`config.mk`:
```
export PLATFORM = sky130hd
export DESIGN_NAME = clock_page_replacement
export DESIGN_NICKNAME = d
export VERILOG_FILES = /design/src/rtl/cpr_pkg.sv /design/src/rtl/cpr_engine.sv /design/src/rtl/clock_page_replacement.sv
export SDC_FILE = /design/constraint.sdc
export NUM_CORES = 1
export LEC_CHECK = 0
export BUFFER_PORTS_ARGS = -buffer_cell sky130_fd_sc_hd__buf_2
export CAP_MARGIN = 20
export CELL_PAD_IN_SITES_DETAIL_PLACEMENT = 1
export CELL_PAD_IN_SITES_GLOBAL_PLACEMENT = 1
export CORE_MARGIN = 5
export CORE_UTILIZATION = 30
export CTS_CLUSTER_DIAMETER = 30
export CTS_CLUSTER_SIZE = 40
export DETAILED_ROUTE_END_ITERATION = 10
export HOLD_SLACK_MARGIN = 0.1
export PLACE_DENSITY = 0.63
export REMOVE_ABC_BUFFERS = 1
export SLEW_MARGIN = 40
export SYNTH_ARGS = -nofsm -noshare
export SYNTH_HDL_FRONTEND = slang
export SYNTH_SLANG_ARGS = --single-unit
```
`constraint.sdc`:
```
create_clock -name clk -period 3.7 [get_ports clk]
set_input_delay 0.185 -clock clk [delete_from_list [all_inputs] [get_ports clk]]
set_output_delay 0.185 -clock clk [all_outputs]
set_load 0.02 [all_outputs]
```
`src/rtl/cpr_pkg.sv`:
```
// shared types and constants for the clock page replacement block
// no dependencies; imported by cpr_engine and clock_page_replacement
package cpr_pkg;

    localparam int PAGE_W   = 20;
    localparam int FCOUNT_W = 5;
    localparam int FIDX_W   = 4;
    localparam int TOTAL_W  = 32;

    localparam logic [FCOUNT_W-1:0] FCOUNT_RESET = 5'd16;

    typedef enum logic [1:0] {
        ST_IDLE,
        ST_LOOKUP,
        ST_SWEEP,
        ST_EVICT
    } cpr_state_t;

    typedef struct packed {
        logic              fault;
        logic              evict_valid;
        logic [PAGE_W-1:0] evicted_page;
        logic [FIDX_W-1:0] frame_index;
    } cpr_result_t;

endpackage

```
`src/rtl/cpr_engine.sv`:
```
// lookup and replacement engine: page memory, valid/reference flags, clock hand
// depends on cpr_pkg
module cpr_engine #(
    parameter int FRAMES = 16
) (
    input  logic                           clk,
    input  logic                           rst_n,
    input  logic                           start_acc,
    input  logic [cpr_pkg::PAGE_W-1:0]     page_number,
    input  logic [cpr_pkg::FCOUNT_W-1:0]   frame_count,
    output logic                           busy,
    output logic                           done,
    output cpr_pkg::cpr_result_t           result
);
    import cpr_pkg::*;

    localparam int IW  = (FRAMES > 1) ? $clog2(FRAMES) : 1;
    localparam int CW  = $clog2(FRAMES + 1);
    localparam int NW  = (CW > FCOUNT_W) ? CW : FCOUNT_W;

    cpr_state_t         state_reg, state_next;
    logic [PAGE_W-1:0]  page_reg, page_next;
    logic [NW-1:0]      n_reg, n_next;
    logic [IW-1:0]      scan_reg, scan_next;
    logic               issue_reg, issue_next;
    logic               chk_valid_reg, chk_valid_next;
    logic [IW-1:0]      chk_addr_reg, chk_addr_next;
    logic [IW-1:0]      h_reg, h_next;
    logic [IW-1:0]      hand_reg, hand_next;
    logic [FRAMES-1:0]  valid_reg, valid_next;
    logic [FRAMES-1:0]  ref_reg, ref_next;
    logic [PAGE_W-1:0]  rd_data_reg;

    logic [PAGE_W-1:0]  page_mem [FRAMES];

    logic               mem_re;
    logic               mem_we;
    logic [IW-1:0]      mem_addr;

    logic [NW-1:0]      fc_ext;
    logic [NW-1:0]      n_act;
    logic               last_scan;
    logic               chk_last;
    logic               chk_hit;
    logic               h_last;
    logic               h_ref;
    logic               hand_ok;
    logic [IW-1:0]      slot;
    logic [IW+FIDX_W-1:0] slot_ext;

    // clamp the configured count into 1..FRAMES
    always_comb
    begin
        fc_ext = NW'(frame_count);
        if (fc_ext == '0)
        begin
            n_act = NW'(1);
        end
        else if (fc_ext > NW'(FRAMES))
        begin
            n_act = NW'(FRAMES);
        end
        else
        begin
            n_act = fc_ext;
        end
    end

    assign last_scan = (NW'(scan_reg) + NW'(1)) == n_reg;
    assign chk_last  = (NW'(chk_addr_reg) + NW'(1)) == n_reg;
    assign h_last    = (NW'(h_reg) + NW'(1)) == n_reg;
    assign chk_hit   = chk_valid_reg && valid_reg[chk_addr_reg] && (rd_data_reg == page_reg);
    assign h_ref     = ref_reg[h_reg];
    assign hand_ok   = NW'(hand_reg) < n_reg;
    assign busy      = (state_reg != ST_IDLE);

    // next state
    always_comb
    begin
        state_next = state_reg;
        unique case (state_reg)
            ST_IDLE:
            begin
                if (start_acc)
                begin
                    state_next = ST_LOOKUP;
                end
            end
            ST_LOOKUP:
            begin
                if (chk_hit)
                begin
                    state_next = ST_IDLE;
                end
                else if (chk_valid_reg && chk_last)
                begin
                    state_next = ST_SWEEP;
                end
            end
            ST_SWEEP:
            begin
                if (!h_ref)
                begin
                    state_next = ST_EVICT;
                end
            end
            ST_EVICT:
            begin
                state_next = ST_IDLE;
            end
            default:
            begin
                state_next = ST_IDLE;
            end
        endcase
    end

    // outputs and datapath
    always_comb
    begin
        page_next      = page_reg;
        n_next         = n_reg;
        scan_next      = scan_reg;
        issue_next     = issue_reg;
        chk_valid_next = 1'b0;
        chk_addr_next  = chk_addr_reg;
        h_next         = h_reg;
        hand_next      = hand_reg;
        valid_next     = valid_reg;
        ref_next       = ref_reg;
        mem_re         = 1'b0;
        mem_we         = 1'b0;
        mem_addr       = h_reg;
        done           = 1'b0;
        slot           = h_reg;
        result         = '0;
        unique case (state_reg)
            ST_IDLE:
            begin
                if (start_acc)
                begin
                    page_next  = page_number;
                    n_next     = n_act;
                    scan_next  = '0;
                    issue_next = 1'b1;
                end
            end
            ST_LOOKUP:
            begin
                // reads stream one per cycle, compare trails by the memory latency
                mem_re         = issue_reg;
                mem_addr       = scan_reg;
                chk_valid_next = issue_reg;
                chk_addr_next  = scan_reg;
                if (issue_reg)
                begin
                    issue_next = !last_scan;
                    scan_next  = scan_reg + IW'(1);
                end
                if (chk_hit)
                begin
                    ref_next[chk_addr_reg] = 1'b1;
                    done                   = 1'b1;
                    slot                   = chk_addr_reg;
                    result.fault           = 1'b0;
                end
                else if (chk_valid_reg && chk_last)
                begin
                    h_next = hand_ok ? hand_reg : '0;
                end
            end
            ST_SWEEP:
            begin
                if (h_ref)
                begin
                    ref_next[h_reg] = 1'b0;
                    h_next          = h_last ? '0 : h_reg + IW'(1);
                end
                else
                begin
                    mem_re   = 1'b1;
                    mem_addr = h_reg;
                end
            end
            ST_EVICT:
            begin
                mem_we             = 1'b1;
                mem_addr           = h_reg;
                valid_next[h_reg]  = 1'b1;
                ref_next[h_reg]    = 1'b1;
                hand_next          = h_last ? '0 : h_reg + IW'(1);
                done               = 1'b1;
                slot               = h_reg;
                result.fault       = 1'b1;
                result.evict_valid = valid_reg[h_reg];
                result.evicted_page = valid_reg[h_reg] ? rd_data_reg : '0;
            end
            default:
            begin
            end
        endcase
        slot_ext           = (IW + FIDX_W)'(slot);
        result.frame_index = slot_ext[FIDX_W-1:0];
    end

    // page memory; the write and the next request's first read never share a cycle
    always_ff @(posedge clk)
    begin
        if (mem_we)
        begin
            page_mem[mem_addr] <= page_reg;
        end
        if (mem_re)
        begin
            rd_data_reg <= page_mem[mem_addr];
        end
    end

    always_ff @(posedge clk or negedge rst_n)
    begin
        if (!rst_n)
        begin
            state_reg     <= ST_IDLE;
            issue_reg     <= 1'b0;
            chk_valid_reg <= 1'b0;
            hand_reg      <= '0;
            valid_reg     <= '0;
            ref_reg       <= '0;
        end
        else
        begin
            state_reg     <= state_next;
            issue_reg     <= issue_next;
            chk_valid_reg <= chk_valid_next;
            hand_reg      <= hand_next;
            valid_reg     <= valid_next;
            ref_reg       <= ref_next;
        end
    end

    always_ff @(posedge clk)
    begin
        page_reg     <= page_next;
        n_reg        <= n_next;
        scan_reg     <= scan_next;
        chk_addr_reg <= chk_addr_next;
        h_reg        <= h_next;
    end

`ifndef SYNTH
    a_done_state: assert property (@(posedge clk) disable iff (!rst_n)
        done |-> (state_reg == ST_LOOKUP || state_reg == ST_EVICT))
        else $error("result strobe outside lookup or evict");

    a_start_lookup: assert property (@(posedge clk) disable iff (!rst_n)
        (start_acc && !busy) |=> (state_reg == ST_LOOKUP))
        else $error("accepted request did not enter lookup");

    a_hit_no_evict: assert property (@(posedge clk) disable iff (!rst_n)
        (done && !result.fault) |-> !result.evict_valid)
        else $error("hit reported an eviction");

    a_evict_fill: assert property (@(posedge clk) disable iff (!rst_n)
        (state_reg == ST_EVICT) |=>
            (valid_reg[$past(h_reg)] && ref_reg[$past(h_reg)] && state_reg == ST_IDLE))
        else $error("victim frame not filled after evict");
`endif

endmodule

```
`src/rtl/clock_page_replacement.sv`:
```
// top level of the clock (second chance) page replacement block
// depends on cpr_pkg and cpr_engine
//
//  channel   | signals                                         | handshake
//  ----------+-------------------------------------------------+------------------------
//  request   | page_number                                     | start && !busy
//  result    | fault evict_valid evicted_page frame_index      | done, one cycle, no stall
//            | fault_total                                     |
//  config    | cfg_wdata (frame count)                         | cfg_we
//
// n is the active frame count. a hit ends the lookup at the matching frame; a miss
// reads all n frames, then the hand clears reference bits one at a time until it finds
// a clear one to evict; the page memory has a single read port, one frame per cycle.
// the result strobe comes the cycle busy falls, and a new request may be taken then.
// reset clears all valid and reference bits at once, the hand and the fault count.
// results cannot be held off by the receiver; the done strobe lasts exactly one cycle.
module clock_page_replacement #(
    parameter int FRAMES = 16
) (
    input  logic                           clk,
    input  logic                           rst_n,
    input  logic                           start,
    output logic                           busy,
    input  logic [cpr_pkg::PAGE_W-1:0]     page_number,
    input  logic                           cfg_we,
    input  logic [cpr_pkg::FCOUNT_W-1:0]   cfg_wdata,
    output logic                           done,
    output logic                           fault,
    output logic                           evict_valid,
    output logic [cpr_pkg::PAGE_W-1:0]     evicted_page,
    output logic [cpr_pkg::FIDX_W-1:0]     frame_index,
    output logic [cpr_pkg::TOTAL_W-1:0]    fault_total
);
    import cpr_pkg::*;

    logic [FCOUNT_W-1:0] frame_count_reg;
    logic [TOTAL_W-1:0]  count_reg, count_next;
    logic                done_reg;
    cpr_result_t         res_reg;

    logic                start_acc;
    logic                eng_busy;
    logic                eng_done;
    cpr_result_t         eng_res;

    assign start_acc = start && !eng_busy;
    assign busy      = eng_busy;

    cpr_engine #(
        .FRAMES(FRAMES)
    ) u_engine (
        .clk        (clk),
        .rst_n      (rst_n),
        .start_acc  (start_acc),
        .page_number(page_number),
        .frame_count(frame_count_reg),
        .busy       (eng_busy),
        .done       (eng_done),
        .result     (eng_res)
    );

    // saturating fault count
    always_comb
    begin
        count_next = count_reg;
        if (eng_done && eng_res.fault && (count_reg != '1))
        begin
            count_next = count_reg + TOTAL_W'(1);
        end
    end

    always_ff @(posedge clk or negedge rst_n)
    begin
        if (!rst_n)
        begin
            frame_count_reg <= FCOUNT_RESET;
            count_reg       <= '0;
            done_reg        <= 1'b0;
        end
        else
        begin
            if (cfg_we)
            begin
                frame_count_reg <= cfg_wdata;
            end
            count_reg <= count_next;
            done_reg  <= eng_done;
        end
    end

    always_ff @(posedge clk)
    begin
        if (eng_done)
        begin
            res_reg <= eng_res;
        end
    end

    assign done         = done_reg;
    assign fault        = res_reg.fault;
    assign evict_valid  = res_reg.evict_valid;
    assign evicted_page = res_reg.evicted_page;
    assign frame_index  = res_reg.frame_index;
    assign fault_total  = count_reg;

endmodule
```
==> flow_summary.ini <==
[place]
hpwl_microns = 33500
io_buffers = 88
dpl.cell_count = 2167
place_area_sq_um = 22000
globalplace.congestion = 0.809

[floorplanning]
die_h_microns = 269
boundaryPins = 89
initial_utilization_pct = 30.4
fp.coreArea_sq_um = 66100
die_area_sq_um = 72200
dieWidth_microns = 269
fp-row-count = 94

[finish]
final_cells = 2390
antennaDiodeCount = 0
area_growth_pct = 28.8
regArea_sq_um = 14100
top_register = u_engine.page_mem
drive_gt1_share_pct = 31.0
stdcell_area_sq_um = 25900
largest_register_ffs = 320
final_nets = 1487
num-fill-cells = 6665
multi_input_area_sq_um = 5650

[cts]
cts_buffer_depth = 3
clock-root-buffer = clkbuf_16
path_clk_slew_ns = 0.05
clock-sinks = 481
clk_latency_ns = 0.65
h-tree-depth = 3
cts_tree = built
cts-buffers-inserted = 101
cts_setup_buffers = 0
post_cts_resized = 0
cts_hold_buf = 33

[detailed_routing]
top_layer_used = met4
wirelength_met1_microns = 23300
viasPerCell = 4.91
drtIter0Drc = 775
wl_microns = 54200
wl_per_cell_microns = 22.7
ant_nets = 0
vias = 11732
firstDrtPassIters = 5
wl_met2_microns = 26600
wl_met3_microns = 2960
drc = 0

[yosys]
netlist_top_cells_area = edfxtp_1, mux4_2, dfrtp_1, xnor2_1, nand2_1
ys_warn_count = 0
ys_types = 59
syn_avg_cell_area_sq_um = 16.6
synth-compound-area-share_pct = 4.71
yosys-top-cells-count = edfxtp_1, mux4_2, nand2_1, dfrtp_1, nor2_1
synth_edf_count = 403
async_flop_share_pct = 16.2
synth.most_common_cell = edfxtp_1
synth_top_area_share_pct = 60.2
synth_top_cell_by_area = edfxtp_1
syn-cell-area_sq_um = 20100
netlist_instances = 1209
synth-simple-area-share_pct = 7.52
synth_ff_type = edfxtp_1
ys_ff_latch = 481
synth_fa_ha_area_share_pct = 1.18
synthXorXnorAreaFrac_pct = 2.83
ys_seq_area_share_pct = 70.0
synth_top_family_by_area = multiplexers
synth.mux.area_fraction_pct = 11.3

[min_path]
hold_class = in2async

[power]
ir_worst_vdd_uv = 467
p_per_area_nw_per_um2 = 882
leakage_nw = 9.43

[timing]
hold_violations = 0
timing.slew.headroom_pct = 48.1
rsz0062_at_grt = no
setup_tns_ns = 0
fmax_mhz = 313
worstMarginPinSlew_ns = 0.779
slew_viol_final = 0
finalSetupViolCount = 0
fin_crit_sh_pct = 86.4
post-route-min-period_ns = 3.20
holdWs_ns = 0.0998
clock_skew_ns = 0.0716

[setup_path]
path_class = reg2reg
required_ns = 4.04
critPathLaunchType = flip-flop
path_max_fanout = 11
arrival_ns = 3.54
crit_path_end_kind = flip-flop
reg2regPathDepth = 9

[grt]
antenna_found_initial = 1
grt_pass1_vias = 12820
grt_pass1_wl_microns = 81500
grt-ovfl-total = 0
grt.total_usage_pct = 14.9
grt_max_degree = 52

[status]
status = finished clean

[run]
drv_cap = 0
-- worst max-delay path: stages, from the launching register on --
cell and delay [ns]:
dfrtp_1 0.40, inv_1 0.13, ha_1 0.29, inv_2 0.14
a21boi_4 0.56, buf_4 0.37, mux4_2 0.53, and2_1 0.17
a211oi_1 0.26, a31oi_1 0.08
-- cell type report --
class / instances / share of cell area [%]
multi-input cells: 627 / 21.9
repair buffers: 186 / 5.32
clock inverters: 71 / 3.48
well taps: 864 / 4.18
inverters: 42 / 0.609
clock buffers: 119 / 10.2
flip-flops and latches: 481 / 54.3
-- power breakdown --
part / internal [W] / total, W / switching (W)
sequential: 0.00677 / 0.00742 / 0.000654
combinational: 0.00272 / 0.00617 / 0.00345
clock: 0.00619 / 0.00923 / 0.00304
total: 0.0157 / 0.0228 / 0.00714
-- layout by cell type, fill, tap and decap left out, types with 6 or more instances in the layout --
cell             n
nand3_1         21
clkinv_1         7
clkbuf_16      102
dlygate4sd3_1   33
edfxtp_1       403
clkbuf_1        14
dfrtp_1         77
nor2b_1         12
xnor2_1         45
xor2_1          20
o22ai_1         24
nand4_1         18
or2_2           17
and3_1          28
a211oi_2         9
o21ai_0         13
and2_1          27
buf_2           87
mux2_2           8
clkinv_2        17
clkinv_4         7
inv_6            7
a211oi_1        29
nor2_1          42
a31oi_1         21
clkinvlp_4      13
inv_1           41
buf_12           9
buf_4           56
a21oi_1         22
nand2_1         86
mux4_2          89
bufinv_16       15
ha_1            18
nand2b_1         6
nor2_2          10
-- kinds of logic after synthesis --
logic type / count (synthesis)
AO/OA/AOI/OAI: 136
XOR/XNOR: 65
adder cells (fa/ha/maj): 19
buffers and inverters: 101
flip-flops: 481
multiplexers: 108
AND/OR/NAND/NOR: 299
-- metal layers --
| metal | GRT usage, % | vias to the layer above |
|---|---|---|
| met5 | 0 | - |
| met4 | 4.61 | 0 |
| met3 | 3.56 | 93 |
| met2 | 24.8 | 333 |
| met1 | 19.6 | 6124 |
| li1 | - | 5182 |
-- through the flow --
step	setup slack, ns	utilization (%)	power [W]
4_1_cts	0.457	39.1	0.0231
6_report	0.503	39.1	0.0228
3_5_place_dp	0.498	33.3	0.0137
2_1_floorplan	-7.21	-	0.0109
5_1_grt	0.289	39.1	0.0239
3_3_place_gp	0.602	33.3	0.0135
-- path summary, 6_finish.rpt --
check | slack [ns] | end | startpoint
setup / recovery | 0.50 | u_engine.rd_data_reg[1]$_DFFE_PP_ | flip-flop
hold / removal | 0.1 | u_engine.ref_reg[2]$_DFFE_PN0P_ | rst_n
setup reg to reg | 0.50 | u_engine.rd_data_reg[1]$_DFFE_PP_ | flip-flop
hold reg to reg | 0.48 | fault_total[28]$_DFFE_PN0P_ | fault_total[28]$_DFFE_PN0P_
max in group asynchronous | 2.76 | frame_count_reg[4]$_DFFE_PN1P_ | rst_n
min in group clk | 0.24 | u_engine.page_reg[19]$_DFFE_PP_ | page_number[19]
No activity file was read; power rests on OpenSTA's default activity.
